### src/design/imdt_pkg.sv
// ----------------------------------------------------------------------------
// imdt_pkg: shared types and constants
// Word layouts, register map, configuration record and the output
// saturation helper for the decoupling term block.
// ----------------------------------------------------------------------------
package imdt_pkg;

    localparam int FRAC_BITS_DEF = 16;
    localparam int QBITS         = 32;
    localparam int ADDR_W        = 5;

    localparam logic [2:0] REG_POLES = 3'd0;
    localparam logic [2:0] REG_SIGMA = 3'd1;
    localparam logic [2:0] REG_LS    = 3'd2;
    localparam logic [2:0] REG_VDC   = 3'd3;
    localparam logic [2:0] REG_TR    = 3'd4;

    localparam logic [6:0]  POLES_RST = 7'd4;
    localparam logic [15:0] SIGMA_RST = 16'd6554;
    localparam logic [23:0] LS_RST    = 24'd1677722;
    localparam logic [23:0] VDC_RST   = 24'd102400;
    localparam logic [23:0] TR_RST    = 24'd1677722;

    typedef struct packed {
        logic signed [31:0] rotor_speed;
        logic signed [31:0] current_d;
        logic signed [31:0] current_q;
        logic signed [31:0] magnetizing_current;
    } in_word_t;

    typedef struct packed {
        logic signed [31:0] feedforward_d;
        logic signed [31:0] feedforward_q;
        logic signed [31:0] synchronous_speed;
    } out_word_t;

    typedef struct packed {
        logic [6:0]  pole_count;
        logic [15:0] leakage_coefficient;
        logic [23:0] stator_inductance;
        logic [23:0] dc_link_voltage;
        logic [23:0] rotor_time_constant;
    } cfg_t;

    function automatic logic [31:0] sat32(input logic neg, input logic big,
                                          input logic [31:0] mag);
        logic [31:0] res;
        if (neg) begin
            if (big || mag > 32'h8000_0000) begin
                res = 32'h8000_0000;
            end else begin
                res = (~mag) + 32'd1;
            end
        end else begin
            if (big || mag > 32'h7FFF_FFFF) begin
                res = 32'h7FFF_FFFF;
            end else begin
                res = mag;
            end
        end
        return res;
    endfunction

endpackage

### src/design/imdt_div_cell.sv
// ----------------------------------------------------------------------------
// imdt_div_cell: one restoring division step
// Shifts one dividend bit into the partial remainder, retires one quotient
// bit and hands the word to the next cell.
// ----------------------------------------------------------------------------
module imdt_div_cell #(
    parameter int DW = 24,
    parameter int TW = 1
) (
    input  logic                       aclk,
    input  logic                       aresetn,
    input  logic                       en,
    input  logic                       in_valid,
    input  logic [DW-1:0]              in_rem,
    input  logic [DW-1:0]              in_den,
    input  logic [imdt_pkg::QBITS-1:0] in_num,
    input  logic [imdt_pkg::QBITS-1:0] in_q,
    input  logic [TW-1:0]              in_tag,
    output logic                       out_valid,
    output logic [DW-1:0]              out_rem,
    output logic [DW-1:0]              out_den,
    output logic [imdt_pkg::QBITS-1:0] out_num,
    output logic [imdt_pkg::QBITS-1:0] out_q,
    output logic [TW-1:0]              out_tag
);
    import imdt_pkg::*;

    logic             valid_reg;
    logic [DW-1:0]    rem_reg, rem_next;
    logic [DW-1:0]    den_reg;
    logic [QBITS-1:0] num_reg, num_next;
    logic [QBITS-1:0] q_reg, q_next;
    logic [TW-1:0]    tag_reg;
    logic [DW:0]      trial;
    logic [DW:0]      diff;

    always_comb begin
        trial = {in_rem, in_num[QBITS-1]};
        diff  = trial - {1'b0, in_den};
        if (trial >= {1'b0, in_den}) begin
            rem_next = diff[DW-1:0];
            q_next   = {in_q[QBITS-2:0], 1'b1};
        end else begin
            rem_next = trial[DW-1:0];
            q_next   = {in_q[QBITS-2:0], 1'b0};
        end
        num_next = {in_num[QBITS-2:0], 1'b0};
    end

    always_ff @(posedge aclk) begin
        if (!aresetn) begin
            valid_reg <= 1'b0;
        end else if (en) begin
            valid_reg <= in_valid;
        end
    end

    always_ff @(posedge aclk) begin
        if (en) begin
            rem_reg <= rem_next;
            den_reg <= in_den;
            num_reg <= num_next;
            q_reg   <= q_next;
            tag_reg <= in_tag;
        end
    end

    assign out_valid = valid_reg;
    assign out_rem   = rem_reg;
    assign out_den   = den_reg;
    assign out_num   = num_reg;
    assign out_q     = q_reg;
    assign out_tag   = tag_reg;

endmodule

### src/design/imdt_div_chain.sv
// ----------------------------------------------------------------------------
// imdt_div_chain: row of division cells
// One cell per quotient bit; a new division enters every cycle while en is high.
// ----------------------------------------------------------------------------
module imdt_div_chain #(
    parameter int DW = 24,
    parameter int TW = 1
) (
    input  logic                       aclk,
    input  logic                       aresetn,
    input  logic                       en,
    input  logic                       in_valid,
    input  logic [DW-1:0]              in_rem,
    input  logic [DW-1:0]              in_den,
    input  logic [imdt_pkg::QBITS-1:0] in_num,
    input  logic [TW-1:0]              in_tag,
    output logic                       out_valid,
    output logic [imdt_pkg::QBITS-1:0] out_q,
    output logic [TW-1:0]              out_tag
);
    import imdt_pkg::*;

    logic             v_w   [0:QBITS];
    logic [DW-1:0]    rem_w [0:QBITS];
    logic [DW-1:0]    den_w [0:QBITS];
    logic [QBITS-1:0] num_w [0:QBITS];
    logic [QBITS-1:0] q_w   [0:QBITS];
    logic [TW-1:0]    tag_w [0:QBITS];

    assign v_w[0]   = in_valid;
    assign rem_w[0] = in_rem;
    assign den_w[0] = in_den;
    assign num_w[0] = in_num;
    assign q_w[0]   = '0;
    assign tag_w[0] = in_tag;

    for (genvar i = 0; i < QBITS; i++) begin : g_cell
        imdt_div_cell #(.DW(DW), .TW(TW)) u_cell (
            .aclk      (aclk),
            .aresetn   (aresetn),
            .en        (en),
            .in_valid  (v_w[i]),
            .in_rem    (rem_w[i]),
            .in_den    (den_w[i]),
            .in_num    (num_w[i]),
            .in_q      (q_w[i]),
            .in_tag    (tag_w[i]),
            .out_valid (v_w[i+1]),
            .out_rem   (rem_w[i+1]),
            .out_den   (den_w[i+1]),
            .out_num   (num_w[i+1]),
            .out_q     (q_w[i+1]),
            .out_tag   (tag_w[i+1])
        );
    end

    assign out_valid = v_w[QBITS];
    assign out_q     = q_w[QBITS];
    assign out_tag   = tag_w[QBITS];

endmodule

### config.mk
export PLATFORM = sky130hd
export DESIGN_NAME = imdt_div_chain
export DESIGN_NICKNAME = d
export VERILOG_FILES = /design/src/design/imdt_pkg.sv /design/src/design/imdt_div_cell.sv /design/src/design/imdt_div_chain.sv
export SDC_FILE = /design/constraint.sdc
export NUM_CORES = 2
export LEC_CHECK = 0
export BUFFER_PORTS_ARGS = -buffer_cell sky130_fd_sc_hd__buf_2
export CAP_MARGIN = 40
export CORE_MARGIN = 3
export CORE_UTILIZATION = 32
export CTS_BUF_LIST = sky130_fd_sc_hd__clkbuf_2
export DETAILED_ROUTE_END_ITERATION = 10
export PLACE_DENSITY_LB_ADDON = 0.05
export SYNTH_ARGS = -nofsm -noshare
export SYNTH_HDL_FRONTEND = slang
export SYNTH_SLANG_ARGS = --single-unit
### constraint.sdc
create_clock -name aclk -period 5 [get_ports aclk]
set_input_delay 1 -clock aclk [delete_from_list [all_inputs] [get_ports aclk]]
set_output_delay 1 -clock aclk [all_outputs]
set_load 0.1 [all_outputs]
# --- After elaboration in Yosys (flattened, before gate mapping) ---
# Index checks and enable logic that the tools add are counted.
word_totals:
  regBits: 2576
  output_inout_bits: 34
classes:
  n_addsub: 31
  magnitude_cmp: 32
  n_mux: 63
ops:
  columns: ["cell", "n"]
  rows:
  - ["greater-or-equal comparator 25 x 24 -> 1 bit", 32]
  - ["2-to-1 mux 24 bit", 31]
  - ["subtractor 24 bit", 31]
  - ["2-to-1 mux 1 bit", 32]

# --- Depth between registers and ports, before layout ---
logic_depth:
  word_depth: 2
  depth_mapped: 15

# --- Cells and area by module ---
# From an unflattened synthesis, not the netlist that was laid out.
unflattened:
  hier_cells: 12561
  hier_area_um2: 168575.4
modules_own_cells:
  columns: ["mod", "n_inst", "cells_each", "area_per_inst_um2", "seq_area_each_um2"]
  rows:
  - ["imdt_div_cell at g_cell[13].u_cell ...", 24, 392, 5308.8, 3383.2]
  - ["imdt_div_cell at g_cell[0].u_cell ...", 8, 394, 5144.9, 3383.2]
  - ["imdt_div_chain", 1, 1, 3.8, 0.0]

# --- Least setup slack after synthesis ---
# OpenSTA, ideal clock, no wires.
synth_path:
  path_kind: "input -> register"
  startpoint: "input port in_den[9]"
  endpoint: "register g_cell[0].u_cell.rem_reg[16], data pin"
  setup_time_ns: 0.260
  t_arrival_ns: 3.671
  required_ns: 4.740
  path_slack_ns: 1.069
  cell_stages: 15
  path_cell_list: "inv_1 -> ha_1 -> clkbuf_2 -> and3_1 -> a221oi_1 -> o21ai_0 -> nand3_1 -> o311ai_1 -> o31ai_2 -> nand2_1 -> a211o_1 -> a211o_1 -> buf_2 -> buf_6 -> mux2_2"
synth_via:
  elab_chain_cells: 2
  word_cells_on_any_way: 3
  classes_between: "add/sub: 1; order compare: 1; mux: 1"
synth_lines:
  columns: ["item", "line", "rtl"]
  rows:
  - ["start: declaration", "imdt_div_chain.sv:14", "input logic [DW-1:0] in_den,"]
  - ["subtractor 24 bit or greater-or-equal comparator 25 x 24 -> 1 bit (tied branches)", "imdt_div_cell.sv:39, imdt_div_cell.sv:40", null]
  - ["2-to-1 mux 24 bit *", "imdt_div_cell.sv:40", "if (trial >= {1'b0, in_den}) begin"]
  - ["net g_cell[0].u_cell.rem_next[16]", "imdt_div_cell.sv:29", "logic [DW-1:0] rem_reg, rem_next;"]
  - ["end signal: assignment", "imdt_div_cell.sv:60", "rem_reg <= rem_next;"]
  - ["end: declaration", "imdt_div_cell.sv:29", null]
# Mark *: on every way through the listed nets, which the timed path passes. The rest lies on a longest branch.
# A chain may end at the register's enable or synchronous reset.

# --- Final worst setup path ---
layout_path:
  startpoint: "input port in_den[8]"
  endpoint: "register g_cell[0].u_cell.rem_reg[5], data pin"
layout_via:
  elab_chain_cells: 2
layout_lines:
  columns: ["item", "line"]
  rows:
  - ["greater-or-equal comparator 25 x 24 -> 1 bit", "imdt_div_cell.sv:40"]
  - ["2-to-1 mux 24 bit", "imdt_div_cell.sv:40"]
  - ["net g_cell[0].u_cell.rem_next[5]", "imdt_div_cell.sv:29"]
# The timed path passes the listed nets, and every way through them passes these cells.

==> impl_results.md <==
* Rows at about 230
* Number of hold violations in the final report at 0
* Largest net degree at the start of global routing at 124
* RR Startpoint: g_cell[15].u_cell.out_den[6]
* Reg2Reg Depth at 12
* # DRC at 0
* EDFF count, synth at between 2000 and 3000
* Vias per inst at 4.71
* Die footprint at a little under 400000 sq um
* Crit path DAT at approximately 6.5 ns
* Avg Inst Size Synth at 13.0 sq um
* Top cell type's share of synthesized area at between 60% and 70%
* CP required at approximately 6.7 ns
* Main area contributors after synthesis: edfxtp_1 62%, ha_1 7.8%, inv_1 2.9%, a21oi_1 2.7%, mux2_2 2.6%
* H-tree levels at 6
* DR WL/cell at roughly 18 um
* Hold WC Path Type: reg2reg
* Clock root buffer: clkbuf_2
* Final Slew Violations at 0
* Actual slew at the worst max-slew pin at 0.928 ns
* Final WS setup at roughly 0.26 ns
* Die height at 628 um
* Seq/Total Area, Yosys at 62.3%
* CTS Buffer Depth at 4
* Buf/Inv on CP at 7
* Initial antenna violation count at 10
* Initial Utilization at between 30% and 40%
* Post-synth top cells: 2544 x edfxtp_1, 948 x inv_1, 768 x ha_1
* Slowest stage delay, CP at roughly 0.58 ns
* Most used cell, CP: dlygate4sd3_1
* Synth cell types at 88
* R2r setup slk at between 0.7 and 0.8 ns
* 1st-pass router iterations at 5
* Worst flop-to-flop path endpoint: g_cell[16].u_cell.out_rem[9]
* CTS sink cnt at between 2000 and 3000
* Total leakage power at 56.5 nW
* CTS tree: built
* Post-layout min period at 4.74 ns
* Pwr Density at 588 nW/um^2
* Worst setup SP type: input pin
* CP delay by family, top: buffers and inverters
* Antenna violation net count after detailed routing at 0
* Highest Clock Rate at ~210 MHz
* CP max FO at 25
* Fin Setup TNS at 0 ns
* CP Depth at 18
* Tcrit/Tclk final at ~95%
* CP Capture Point: g_cell[0].u_cell.out_rem[5]
* Most common cell in the synthesized netlist: edfxtp_1
* Final Net Count at approximately 12000
* Clk_skew at 0.129 ns
* Total grt overflow at 0
* Relative slew slack at 37.5%
* Pre-CTS WS at between 0.5 and 0.6 ns
* Total power at slightly above 0.08 W
* First-pass GRT wire length at between 400 and 500 mm
* Largest area contributor in the netlist: edfxtp_1
* Status: complete, no violations
* CP startpoint: in_den[8]
* Crit-path slowest cell: dlygate4sd3_1
* Postcts setup bufs at 0
* IO Pins at 119
* PortBufs at between 100 and 150
* Mapped Area at 124000 sq um
* Skew-Pair Late Insertion Delay at 1.99 ns
* Fin util at 36.7%
* Yosys Warn Count at 0
* Chip width at around 630 um
* Synth Instances at 9544
* Setup-failing EPs final at 0
* Setup CP Type: in2reg
* Core ar. at 384000 sq um
* Vias in the first global route at around 79000
* Post-synth top flop: edfxtp_1
* CP Capture Type: flip-flop
* Peak supply drop at 0.270 mV
* DR vias at approximately 77000
* Layout cells sized above 1 at between 10% and 20%
* Final wirelength at ~290 mm
* Crit path cell chain: dlygate4sd3_1 > dlygate4sd3_1 > buf_2 > dlygate4sd3_1 > inv_1 > ha_1 > a21o_1 > a221oi_1 > o21ai_0 > nand3_1 > o311ai_1 > o31ai_2 > nand2_1 > a211o_1 > a211o_1 > buf_4 > mux2_2 > dlygate4sd3_1
* Async S/R FF share, synth at 0%
* Register bit total from synthesis at 2576
* Syn_nets at between 10000 and 15000
* Total CTS buffers at 733
* RSZ-0062 raised after global routing: no
* GRT Total Usage at between 10% and 20%
* GPL Wtd Cong at between 0.8 and 0.9
* Max-cap violations at 0
* 1st-iter DRT viols at roughly 4600
* Clk slew on worst S/H paths at about 0.080 ns
* Detailed-placement wirelength estimate at just over 200 mm
* Area delta synth->final at 13.8%
[kinds of logic after synthesis]
group / Yosys count / share of synthesized area (%)
compound gates: 2225 / 11.3
mux: 374 / 3.39
simple gates: 1864 / 7.16
buf+inv: 1120 / 3.47
fa+ha+maj: 799 / 8.27
xor+xnor: 586 / 4.15
flops: 2576 / 62.3
[final cells by class]
class / instances / area (sq um)
fillers: 37600 / 243000
flip-flops and latches: 2576 / 77000
multi-input cells: 5848 / 42500
well taps: 5152 / 6450
clock buffers: 1028 / 5140
repair buffers: 515 / 4730
inverters: 949 / 3560
clock inverters: 204 / 1250
diodes: 21 / 52.6
[power by group]
part	internal, W	switching [W]	total [W]
combinational	0.0153	0.0191	0.0344
clock	0.00613	0.00911	0.0152
sequential	0.0303	0.00278	0.0331
[per-layer routing]
metal  routed length (um)  vias to the layer above  global-route usage, %
met5                   50                        -                      0
met4                 7410                        8                   4.56
met3                12500                      579                   2.68
met2               142000                     1543                   25.0
met1               126000                    36700                   18.1
li1                     -                    37900                      -
[flip-flops by register name, indices dropped and copies added (netlist names)]
signal                   flops
g_cell.u_cell.out_den      744
g_cell.u_cell.out_num      496
g_cell.u_cell.out_q        528
g_cell.u_cell.out_rem      744
g_cell.u_cell.out_tag       32
g_cell.u_cell.out_valid     32
[placed cells by master (no fill, tap or decap), types with 32 or more instances in the layout]
cell           netlist  final
edfxtp_1          2544   2544
clkbuf_2             1   1028
inv_1              948    948
ha_1               768    768
a21oi_1            669    669
o21ai_0            556    555
nand2_1            549    549
nor2_1             498    498
xnor2_1            351    351
a21o_1             334    334
mux2_2             291    291
dlygate4sd3_1        0    254
xor2_1             235    235
nor2b_1            147    147
nand3_1            139    139
clkinv_1             0    126
buf_2               33    119
o21a_1             105    105
nor3_1             106    105
buf_4                3     99
nand2b_1            98     98
nand4_1             95     95
a31oi_1             74     72
and3_1              66     66
mux2i_1             66     66
o21bai_1            55     55
a211oi_1            52     52
o31ai_1             51     51
o31a_1              37     37
buf_12               0     37
or3_1               32     32
dfxtp_1             32     32
[worst min-delay path by stage]
stage                                          endpoint                          from  slack [ns]  cells after the start
after floorplan           g_cell[10].u_cell.out_num[11]  g_cell[9].u_cell.out_num[10]        0.40                      0
after global placement      g_cell[12].u_cell.out_q[12]   g_cell[11].u_cell.out_q[11]        0.40                      0
after detailed placement  g_cell[10].u_cell.out_num[15]  g_cell[9].u_cell.out_num[14]        0.40                      0
after CTS                  g_cell[0].u_cell.out_num[16]                    in_num[15]        0.15                      4
after global routing        g_cell[18].u_cell.out_q[10]    g_cell[17].u_cell.out_q[9]        0.28                      0
final                       g_cell[18].u_cell.out_q[10]    g_cell[17].u_cell.out_q[9]        0.33                      0
[per-stage QoR]
stage	hold slack, ns	instances	area, sq um
global route	0.282	16300	141000
global placement	0.400	14800	132000
CTS	0.151	16300	141000
finish	0.331	16300	141000
floorplan	0.400	9544	124000
detailed placement	0.405	14800	132000
[what timing repair did]
action                                  4_1_cts  5_1_grt
endpoints found under the setup margin        0        0
endpoints found under the hold margin      2657        0
resized for setup                             0        0
hold buffers                                255        0
(Power assumes the default switching activity.)
