**src/design/imdt_pkg.sv**
```systemverilog
// ----------------------------------------------------------------------------
// imdt_pkg: shared types and constants
// Word layouts, register map, configuration record and the output
// saturation helper for the decoupling term block.
// ----------------------------------------------------------------------------
package imdt_pkg;

    localparam int FRAC_BITS_DEF = 16;
    localparam int QBITS         = 32;
    localparam int ADDR_W        = 5;

    localparam logic [2:0] REG_POLES = 3'd0;
    localparam logic [2:0] REG_SIGMA = 3'd1;
    localparam logic [2:0] REG_LS    = 3'd2;
    localparam logic [2:0] REG_VDC   = 3'd3;
    localparam logic [2:0] REG_TR    = 3'd4;

    localparam logic [6:0]  POLES_RST = 7'd4;
    localparam logic [15:0] SIGMA_RST = 16'd6554;
    localparam logic [23:0] LS_RST    = 24'd1677722;
    localparam logic [23:0] VDC_RST   = 24'd102400;
    localparam logic [23:0] TR_RST    = 24'd1677722;

    typedef struct packed {
        logic signed [31:0] rotor_speed;
        logic signed [31:0] current_d;
        logic signed [31:0] current_q;
        logic signed [31:0] magnetizing_current;
    } in_word_t;

    typedef struct packed {
        logic signed [31:0] feedforward_d;
        logic signed [31:0] feedforward_q;
        logic signed [31:0] synchronous_speed;
    } out_word_t;

    typedef struct packed {
        logic [6:0]  pole_count;
        logic [15:0] leakage_coefficient;
        logic [23:0] stator_inductance;
        logic [23:0] dc_link_voltage;
        logic [23:0] rotor_time_constant;
    } cfg_t;

    function automatic logic [31:0] sat32(input logic neg, input logic big,
                                          input logic [31:0] mag);
        logic [31:0] res;
        if (neg) begin
            if (big || mag > 32'h8000_0000) begin
                res = 32'h8000_0000;
            end else begin
                res = (~mag) + 32'd1;
            end
        end else begin
            if (big || mag > 32'h7FFF_FFFF) begin
                res = 32'h7FFF_FFFF;
            end else begin
                res = mag;
            end
        end
        return res;
    endfunction

endpackage

```
**src/design/imdt_cfg.sv**
```systemverilog
// ----------------------------------------------------------------------------
// imdt_cfg: configuration registers
// APB-style register file holding the motor and supply constants.
// ----------------------------------------------------------------------------
module imdt_cfg (
    input  logic                        aclk,
    input  logic                        aresetn,
    input  logic                        psel,
    input  logic                        penable,
    input  logic                        pwrite,
    input  logic [imdt_pkg::ADDR_W-1:0] paddr,
    input  logic [31:0]                 pwdata,
    output logic [31:0]                 prdata,
    output logic                        pready,
    output imdt_pkg::cfg_t              cfg
);
    import imdt_pkg::*;

    cfg_t       cfg_reg;
    cfg_t       cfg_next;
    logic [2:0] idx;

    assign idx    = paddr[ADDR_W-1:2];
    assign pready = 1'b1;
    assign cfg    = cfg_reg;

    always_comb begin
        cfg_next = cfg_reg;
        if (psel && penable && pwrite) begin
            unique case (idx)
                REG_POLES: cfg_next.pole_count          = pwdata[6:0];
                REG_SIGMA: cfg_next.leakage_coefficient = pwdata[15:0];
                REG_LS:    cfg_next.stator_inductance   = pwdata[23:0];
                REG_VDC:   cfg_next.dc_link_voltage     = pwdata[23:0];
                REG_TR:    cfg_next.rotor_time_constant = pwdata[23:0];
                default:   cfg_next = cfg_reg;
            endcase
        end
    end

    always_comb begin
        unique case (idx)
            REG_POLES: prdata = 32'(cfg_reg.pole_count);
            REG_SIGMA: prdata = 32'(cfg_reg.leakage_coefficient);
            REG_LS:    prdata = 32'(cfg_reg.stator_inductance);
            REG_VDC:   prdata = 32'(cfg_reg.dc_link_voltage);
            REG_TR:    prdata = 32'(cfg_reg.rotor_time_constant);
            default:   prdata = 32'd0;
        endcase
    end

    always_ff @(posedge aclk) begin
        if (!aresetn) begin
            cfg_reg.pole_count          <= POLES_RST;
            cfg_reg.leakage_coefficient <= SIGMA_RST;
            cfg_reg.stator_inductance   <= LS_RST;
            cfg_reg.dc_link_voltage     <= VDC_RST;
            cfg_reg.rotor_time_constant <= TR_RST;
        end else begin
            cfg_reg <= cfg_next;
        end
    end

endmodule

```
**config.mk**
```make
export PLATFORM = sky130hd
export DESIGN_NAME = imdt_cfg
export DESIGN_NICKNAME = d
export VERILOG_FILES = /design/src/design/imdt_pkg.sv /design/src/design/imdt_cfg.sv
export SDC_FILE = /design/constraint.sdc
export NUM_CORES = 1
export LEC_CHECK = 0
export BUFFER_PORTS_ARGS = -buffer_cell sky130_fd_sc_hd__buf_2
export CORE_UTILIZATION = 45
export DETAILED_ROUTE_END_ITERATION = 10
export GPL_TIMING_DRIVEN = 0
export PLACE_DENSITY = 0.78
export SKIP_LAST_GASP = 1
export SYNTH_ARGS = -nofsm -noshare
export SYNTH_HDL_FRONTEND = slang
export SYNTH_SLANG_ARGS = --single-unit
```
**constraint.sdc**
```tcl
create_clock -name aclk -period 1.3 [get_ports aclk]
set_clock_uncertainty 0.1 [all_clocks]
set_input_delay 0.195 -clock aclk [delete_from_list [all_inputs] [get_ports aclk]]
set_output_delay 0.195 -clock aclk [all_outputs]
set_load 0.01 [all_outputs]
```
# == After elaboration in Yosys (flattened, before gate mapping) ==
# Cells that the tools add are included.
# W data, S select, Z words.
# word_totals
ff_bits,95
input_bits,42
elab_cells,18
# op_classes
eq_ne,4
n_mux,1
reduce_logical,8
# ops
cell,count
$pmux W24 S5,1
$reduce_and A2 Y1,5
$eq A3 B2 Y1 const B,2
$eq A3 B1 Y1 const B,1
$eq A3 B3 Y1 const B,1
$logic_not A3 Y1,1
$logic_and A1 B1 Y1,2

# == Depth between registers and ports, before layout ==
# Gate-level depths: netlist of the first run.
# logic_depth
ltp_word,3
depth_mapped,6

# == Least setup slack after synthesis of the first run ==
# No wires, ideal clock.
# synth_timing
path_type,input port to output port
startpoint,input paddr[4] (netlist bit)
endpoint,output prdata[17]
t_arrival_ns,1.115
slack_ns,-0.110
stages,5
n_path_buf,2
cell_sequence,nor2b_1 -> clkbuf_1 -> clkbuf_1 -> a22oi_1 -> o2bb2ai_1
# synth_between
elab_chain_len,2
elab_cells_between_ends,6
classes_between,eq/ne (4); mux (1); reduce/logical (1)
# synth_rtl
item,line_no,text
start: declaration,imdt_cfg.sv:11,"input logic [imdt_pkg::ADDR_W-1:0] paddr,"
$eq A3 B3 Y1 (tied with other cells),imdt_cfg.sv:42,unique case (idx)
$pmux W24 S5 *,imdt_cfg.sv:42,
end: declaration,imdt_cfg.sv:13,"output logic [31:0] prdata,"
# Mark *: on every way between the ends. The rest lies on a longest branch, timed or not.

# == Worst setup path after layout of the first run ==
# layout_timing
startpoint,input paddr[4] (netlist bit)
endpoint,output prdata[19]
# The elaborated chain is that of the path after synthesis.

==> results summary, run 1 <==
The flow ran to the end, but the final reports show violations. The final reports fail on negative setup slack. In this run the worst setup path terminates at prdata[19]. Of the total synthesized cell area, the portion taken by full adders, half adders and majority gates is 0.

The tightest min-delay check is of the input pin to register type. The buffer type at the clock tree root is sky130_fd_sc_hd__clkbuf_8. The clock input transition at the sequential cells of the worst setup and hold paths came out at 0.11 ns. The net switching power is about 1.6 mW. The startpoint identified for the worst register-to-register timing path is cfg[52]$_SDFFE_PN1P_. The synthesized design contains 95 register bits.

The mux cell area share after synthesis came out at 0.2324. Derived from the worst setup path, the maximum achievable clock frequency is about 650 MHz. The worst setup path is launched from an input pin. The die height came out at around 100 um.

The share of cells above drive strength 1 is 0.4848. The final HPWL from detailed placement is 10.44 mm. The via count of the first global-routing pass is 4264. At the later pin of the worst-skew pair, clock insertion delay measures 0.36 ns. In this run the mean area of a mapped cell was 9.572 sq um. The total internal power came out at between 4 and 5 mW. The final wirelength is 17.01 mm. The biggest area contributor in the post-synthesis netlist is sky130_fd_sc_hd__dfxtp_1. The part of the power in registers came out at 0.508. The number of fill cells came out at 742. The number of maximum-capacitance violations came out at 0. The number of antenna-violating nets in the routed design is 0. The final-report hold violation count came out at 0. The predominant post-synthesis flop cell is sky130_fd_sc_hd__dfxtp_1. The setup slack of the worst register-to-register path is 0.32 ns. The combined global-route utilization of all metal layers is 0.2916.

The via total after detailed routing is 4639. The number of rows created at floorplan came out at 36. The slew of the pin with the lowest slew margin came out at 0.7709 ns. Of the total synthesized cell area, the portion taken by AND, OR, NAND and NOR gates is 0.1469. The total I/O pin count came out at 170. The endpoint identified for the worst register-to-register timing path is cfg[52]$_SDFFE_PN1P_. The critical-path maximum fanout is 8. Tracing the worst setup path back leads to its startpoint at paddr[4]. The final layout net count is 726.

The DRC marker count from the first detailed-route iteration came out at 352. The number of endpoints failing setup at the final stage is 106. The share of Yosys cell area claimed by the top area cell type is 0.4166. The number of instances in the synthesized netlist came out at 477. The die area is 0.01055 sq mm. Routability-driven placement finished with a final weighted congestion of 0.8447.

The kind of critical path is input pin to output port. The max-slew violation total from the final report came out at 0. The required time reported for the critical path endpoint is 1.00 ns. The placement-stage cell area came out at 0.005585 sq mm. The final worst slack came out at -0.2288 ns. In this run the cell area of the synthesized design comes to ~0.0046 sq mm. The die span in x came out at 102.7 um. The time the final worst path needs with I/O delays and setup came out at 1.529 ns. The count of port buffers added during placement is about 150.

The share of total power dissipated in the clock network is 0.344. The clock passes through at most 2 buffers. Of the total synthesized cell area, the portion taken by XOR and XNOR cells is 0.

The areal power density over the cells came out at 878.8 mW/mm^2. The count of cell types in the netlist came out at 32. The portion of total power attributed to combinational logic came out at 0.148.

The signed area change from the synthesized netlist to the final layout is 44.92%. The post-synthesis async set-or-reset flop share came out at 0. The completed layout was analyzed and its total power is 5.815 mW. The via count normalized by instance count came out at 5.644. The minimum hold slack is 0.007631 ns. By area, the combinational part of the netlist is dominated by multiplexers. The portion of the post-synthesis area used by sequential elements is 0.4166. The final setup TNS is -10.00 ns. The clock buffer count from CTS is 9. The flip-flop count of the largest register after layout came out at 95. The register cell area after layout is 0.001953 sq mm. The pin count of the biggest net entering global routing is 17. The clock tree synthesis step divided the H-tree into 3 levels. The end-of-flow core utilization is 0.6738.

In the post-synthesis netlist, the biggest area contributors are sky130_fd_sc_hd__dfxtp_1 42%, sky130_fd_sc_hd__mux2i_1 23%, sky130_fd_sc_hd__nand2_1 7.0%. Counting cells, the worst reg-to-reg path comes to 3. The post-layout instance area is around 0.0066 sq mm.

For the worst setup path, the data arrival time is between 1 and 1.5 ns. The remaining max-slew budget at the tightest pin is 0.4861. The initial core utilization is 0.4650. Setup repair after global routing could not meet its margin everywhere.

The worst setup path is captured at an output port. Global routing finished with a remaining overflow of 0. Summing all multi-input logic gate instances after layout gives 0.002630 sq mm. The TritonCTS sink count came out at 95. In the routed design, unresolved DRC markers number 0.

The count of flip-flops with a built-in enable after synthesis came out at 0. The TritonCTS clock tree is built. The final clock period utilization by the worst path came out at 1.176. The number of antenna violations at the first check in global routing was 0.

The analysis attributes to cell leakage a power of 3.243 nW. The pre-antenna-repair detailed-routing pass consisted of 7 iterations. VDD sags by at most 0.0005401 V. The area of the placeable core is 0.009819 sq mm.

The number of antenna diodes in the final layout is 0. The synthesis warning total came out at 0. The complex-gate fraction of the synthesized area is 0.1310. The first global-routing pass estimated between 20 and 25 mm of wire.

Of the total power, the share spent switching nets is 0.2773. After detailed routing, the average wire length per cell comes to between 20 and 25 um.
==> kinds of logic (layout without fill, tap and decap cells) <==
group / after synthesis / count (layout)
buffers and inverters: 61 / 265
and+or+nand+nor: 135 / 136
other: 2 / 9
DFF: 95 / 95
AOI/OAI and AO/OA: 78 / 78
muxes: 106 / 106
==> area by class of cell <==
cell class                      instances  area share
Clock inverter                          7     0.01078
Inverter                               11    0.006241
Sequential cell                        95      0.2952
Multi-Input combinational cell        329      0.3975
Tap cell                              133     0.02515
Clock buffer                            9     0.01872
Buffer                                 47     0.06657
Timing Repair Buffer                  191      0.1798
==> cell usage after synthesis (2+ instances only) <==
master,n
sky130_fd_sc_hd__mux2i_1,106
sky130_fd_sc_hd__dfxtp_1,95
sky130_fd_sc_hd__nand2_1,85
sky130_fd_sc_hd__nor2b_1,34
sky130_fd_sc_hd__clkbuf_1,21
sky130_fd_sc_hd__o21ai_0,18
sky130_fd_sc_hd__a22oi_1,17
sky130_fd_sc_hd__o2bb2ai_1,15
sky130_fd_sc_hd__buf_4,13
sky130_fd_sc_hd__inv_1,11
sky130_fd_sc_hd__o211ai_2,10
sky130_fd_sc_hd__buf_2,9
sky130_fd_sc_hd__o22ai_1,9
sky130_fd_sc_hd__o21a_1,7
sky130_fd_sc_hd__buf_6,5
sky130_fd_sc_hd__and3_1,2
sky130_fd_sc_hd__buf_1,2
sky130_fd_sc_hd__conb_1,2
sky130_fd_sc_hd__nand2b_1,2
sky130_fd_sc_hd__nand3_1,2
==> power by group through the flow <==
stage | clock network [mW] | registers, mW | logic, mW
global route | 2.12 | 2.96 | 0.909
finish | 2.00 | 2.95 | 0.860
CTS | 1.96 | 2.95 | 0.777
floorplan | 0 | 3.03 | 0.403
detailed placement | 0 | 3.02 | 0.660
global placement | 0 | 3.02 | 0.648
==> metrics by stage <==
| step | cells | setup WS, ns |
|---|---|---|
| 3_3_place_gp | 766 | -0.5942 |
| 5_1_grt | 822 | -0.3118 |
| 6_report | 822 | -0.2288 |
| 2_1_floorplan | 484 | -0.01475 |
| 3_5_place_dp | 766 | -0.5725 |
| 4_1_cts | 806 | -0.2175 |
==> repair_timing <==
item	CTS	global route
buffers inserted	23	13
hold buffers	1	0
endpoints found under the setup margin	24	83
cloned	1	5
endpoints found under the hold margin	1	0
resized for setup	90	59
pin swaps	21	10
==> per-layer routing <==
layer / global-route usage / up-vias / part of all wire
met3: 0.06034 / 72 / 0.079
met5: 0 / - / 0
met4: 0.1374 / 0 / 0.043
li1: - / 2057 / -
met2: 0.4851 / 267 / 0.49
met1: 0.3610 / 2243 / 0.39
==> placed cells by master (no fill, tap or decap), types with 7 or more instances in the layout <==
cell type / count
sky130_fd_sc_hd__buf_2: 149
sky130_fd_sc_hd__conb_1: 9
sky130_fd_sc_hd__o2bb2ai_1: 7
sky130_fd_sc_hd__dfxtp_1: 56
sky130_fd_sc_hd__o211ai_2: 10
sky130_fd_sc_hd__buf_6: 15
sky130_fd_sc_hd__dfxtp_2: 38
sky130_fd_sc_hd__o21ai_0: 9
sky130_fd_sc_hd__a22oi_2: 14
sky130_fd_sc_hd__o22ai_2: 9
sky130_fd_sc_hd__clkbuf_1: 11
sky130_fd_sc_hd__buf_4: 41
sky130_fd_sc_hd__o21ai_1: 9
sky130_fd_sc_hd__inv_1: 11
sky130_fd_sc_hd__nand2_1: 84
sky130_fd_sc_hd__o21a_1: 7
sky130_fd_sc_hd__clkbuf_8: 11
sky130_fd_sc_hd__nor2b_1: 32
sky130_fd_sc_hd__mux2i_1: 105
==> critical path, cell delays in order <==
cell and delay (ns):
sky130_fd_sc_hd__buf_6 0.10, sky130_fd_sc_hd__buf_8 0.12, sky130_fd_sc_hd__nor2b_4 0.11, sky130_fd_sc_hd__buf_6 0.15
sky130_fd_sc_hd__and2_4 0.27, sky130_fd_sc_hd__o2bb2ai_2 0.13, sky130_fd_sc_hd__buf_2 0.15
==> worst min-delay path by stage <==
stage	start	endpoint	slack, ns	cells after the start
detailed placement	cfg[69]$_SDFFE_PN0P_	cfg[69]$_SDFFE_PN0P_	0.36	2
global route	pwdata[15]	cfg[87]$_SDFFE_PN0P_	0.03	3
floorplan	pwdata[7]	cfg[31]$_SDFFE_PN0P_	0.24	2
global placement	cfg[71]$_SDFFE_PN0P_	cfg[71]$_SDFFE_PN0P_	0.36	2
CTS	pwdata[7]	cfg[31]$_SDFFE_PN0P_	0.004	3
finish	pwdata[11]	cfg[35]$_SDFFE_PN0P_	0.008	3
Power figures use the tool's default switching activity.
==> run 2, diff against run 1 <==
Settings changed: CELL_PAD_IN_SITES_DETAIL_PLACEMENT set to 1, CELL_PAD_IN_SITES_GLOBAL_PLACEMENT set to 1, CORE_ASPECT_RATIO set to 0.75, CORE_UTILIZATION 45 to 33, PLACE_DENSITY 0.78 to unset, PLACE_DENSITY_LB_ADDON set to 0.1.
==> results summary, run 2 (same netlist as run 1, synthesis figures left out) <==
The final reports fail on negative setup slack. The total I/O pin count came out at 170 (unchanged). The min-delay analysis places its worst path in the category input pin to register. The via total after detailed routing was 4351 (-6.2%).

The post-layout instance area was 0.006626 sq mm (+0.15%). The pin count of the biggest net entering global routing came out at 15 (-2). The final-report hold violation count was 0 (unchanged).

The count of port buffers added during placement came to 149 (unchanged). The fmax is 661.4 MHz (+1.1%). The placement-stage cell area came to 0.005633 sq mm (+0.85%). The first-pass GRT wire length is 27.73 mm (+22%). The clock buffer count from CTS is 9 (unchanged).

The via count of the first global-routing pass was 4642 (+8.9%). The commonest non-fill, non-tap cell in the layout is sky130_fd_sc_hd__buf_2. The worst ir drop on vdd is 0.0006912 V (+28%).

met2 is the most crowded layer. The global routing met3 resource utilization came out at 0.04386 (-0.01648). In the layout the commonest cells are 148 x sky130_fd_sc_hd__buf_2, 104 x sky130_fd_sc_hd__mux2i_1, 84 x sky130_fd_sc_hd__nand2_1.

The critical path data arrival time is 1.22 ns (about the same). The clock latency at the later pin of the worst-skew pair is 0.33 ns (-0.03 ns). The routed wirelength normalized by instance count is 21.99 um (+6.3%).

The die span in x is 137.8 um (+34%). The worst setup path is captured at an output port. The final wirelength was 18.52 mm (+8.9%).

The TritonCTS sink count is 95 (unchanged). The final HPWL from detailed placement was 12.40 mm (+19%). The hold buffer count at CTS was 0 (-1). The non-filler instance count after layout was 842 (+2.4%). The slew of the pin with the lowest slew margin came out at 0.7485 ns (-0.02241 ns). The die area was 0.01431 sq mm (+36%). The required time reported for the critical path endpoint came out at 1.00 ns (about the same). The number of antenna violations at the first check in global routing is 0 (unchanged). The critical-path maximum fanout is 10 (+2). The signed area change from the synthesized netlist to the final layout is 45.14%. The post-placement worst setup slack came out at -0.7299 ns (-0.1574 ns). The minimum hold slack is 0.03759 ns (+0.02995 ns).

The time the final worst path needs with I/O delays and setup came out at 1.512 ns (-0.01673 ns). The count of unresolved DRC violations after routing was 0 (unchanged). The leakage power summed over all cells was 3.232 nW (-0.34%). The total global routing overflow came to 0 (unchanged). The placed cell count is 804 (+5.0%). The clock input transition at the sequential cells of the worst setup and hold paths came out at 0.07 ns (-0.04 ns). The number of rows created at floorplan came to 36 (unchanged).

The met1 track utilization from global routing is 0.3599 (-0.001126). The die height came out at 103.9 um (+1.1%). The buffer levels on the longest clock path is 2 (unchanged).

The first-pass detailed-route iteration total came to 4 (-3). The remaining max-slew budget at the tightest pin came out at 0.5010 (+0.01494). The met2 global-route usage is 0.4250 (-0.06015). The initial core utilization came out at 0.3448 (-0.1202).

Setup repair after global routing could not meet its margin everywhere. The final clock period utilization by the worst path came out at 1.163 (-0.01287). The final antenna diode count is 0 (unchanged). The flow ran to the end, but the final reports show violations.

The final worst slack is -0.2120 ns (+0.01673 ns). The number of endpoints failing setup at the final stage came out at 62 (-42%). The number of maximum-capacitance violations is 0 (unchanged). The max-slew violation total from the final report is 0 (unchanged). The flip-flop count of the largest register after layout is 95 (unchanged). The critical path is of the input pin to output port type. TritonCTS built the clock tree.

The share of cells above drive strength 1 is 0.4650 (-0.01978). The number of antenna-violating nets in the routed design is 0 (unchanged). The via count normalized by instance count came out at 5.167 (-8.4%).

The final setup TNS is -6.006 ns (+3.997 ns). The buffer type at the clock tree root is sky130_fd_sc_hd__clkbuf_16. The type of element launching the critical path is an input pin.

The area of the placeable core is 0.01324 sq mm (+35%). The final layout net count came out at 709 (-2.3%). The combined global-route utilization of all metal layers is 0.2630 (-0.02860). The deepest level of the CTS H-tree came out at 3 (unchanged).

The placer's final routability congestion estimate came out at 0.7951 (-5.9%). The areal power density over the cells came out at 1003 mW/mm^2 (+14%). The DRC marker count from the first detailed-route iteration is 181 (-49%).
-- run 2: per-layer routing --
metal / up-vias / share of wire / wire length, um
met5: - / 0 / 0
met4: 0 / 0.012 / 228
met3: 18 / 0.048 / 894
met2: 127 / 0.48 / 8838
met1: 2192 / 0.46 / 8557
li1: 2014 / - / -
-- run 2: stage by stage --
stage,power (mW),util
6_report,6.645,0.5004
5_1_grt,6.884,0.5004
4_1_cts,6.666,0.4866
3_5_place_dp,3.718,0.4254
3_3_place_gp,3.698,0.4254
2_1_floorplan,3.429,-
-- run 2: path summary, 6_finish.rpt --
path                                           start  slack, ns  cells after the start                   end
worst max-delay path                        paddr[3]      -0.21                      7             prdata[5]
worst min-delay path                      pwdata[11]       0.04                      3  cfg[35]$_SDFFE_PN0P_
worst max register to register  cfg[51]$_SDFFE_PN1P_       0.25                      4  cfg[51]$_SDFFE_PN1P_
worst min register to register  cfg[72]$_SDFFE_PN0P_       0.37                      2  cfg[72]$_SDFFE_PN0P_
-- run 2: repair_timing --
action                                  4_1_cts  5_1_grt
cloned                                        2        3
buffers inserted                             18        4
gates resized for setup                      91       58
pin swaps                                    10       22
endpoints found under the setup margin       35      102
-- run 2: critical path: stages --
cell and delay [ns]:
sky130_fd_sc_hd__buf_6 0.11, sky130_fd_sc_hd__buf_12 0.13, sky130_fd_sc_hd__buf_12 0.15, sky130_fd_sc_hd__mux2i_4 0.23
sky130_fd_sc_hd__o2bb2ai_1 0.08, sky130_fd_sc_hd__o21a_1 0.17, sky130_fd_sc_hd__buf_2 0.13
-- run 2: power by group --
group / switching [mW] / internal (mW) / total (mW)
clock: 1.10 / 1.72 / 2.83
sequential: 0.0229 / 2.93 / 2.96
combinational: 0.499 / 0.362 / 0.861
total: 1.63 / 5.02 / 6.64
-- run 2: cell type report --
| type | count | area [sq um] |
|---|---|---|
| fill | 1531 | 6616 |
| multi-input combinational | 329 | 2638 |
| sequential | 95 | 1939 |
| timing repair buffer | 175 | 1046 |
| buffer | 46 | 435.4 |
| clock buffer | 11 | 242.7 |
| tap | 171 | 214.0 |
| clock inverter | 4 | 70.07 |
| inverter | 11 | 41.29 |
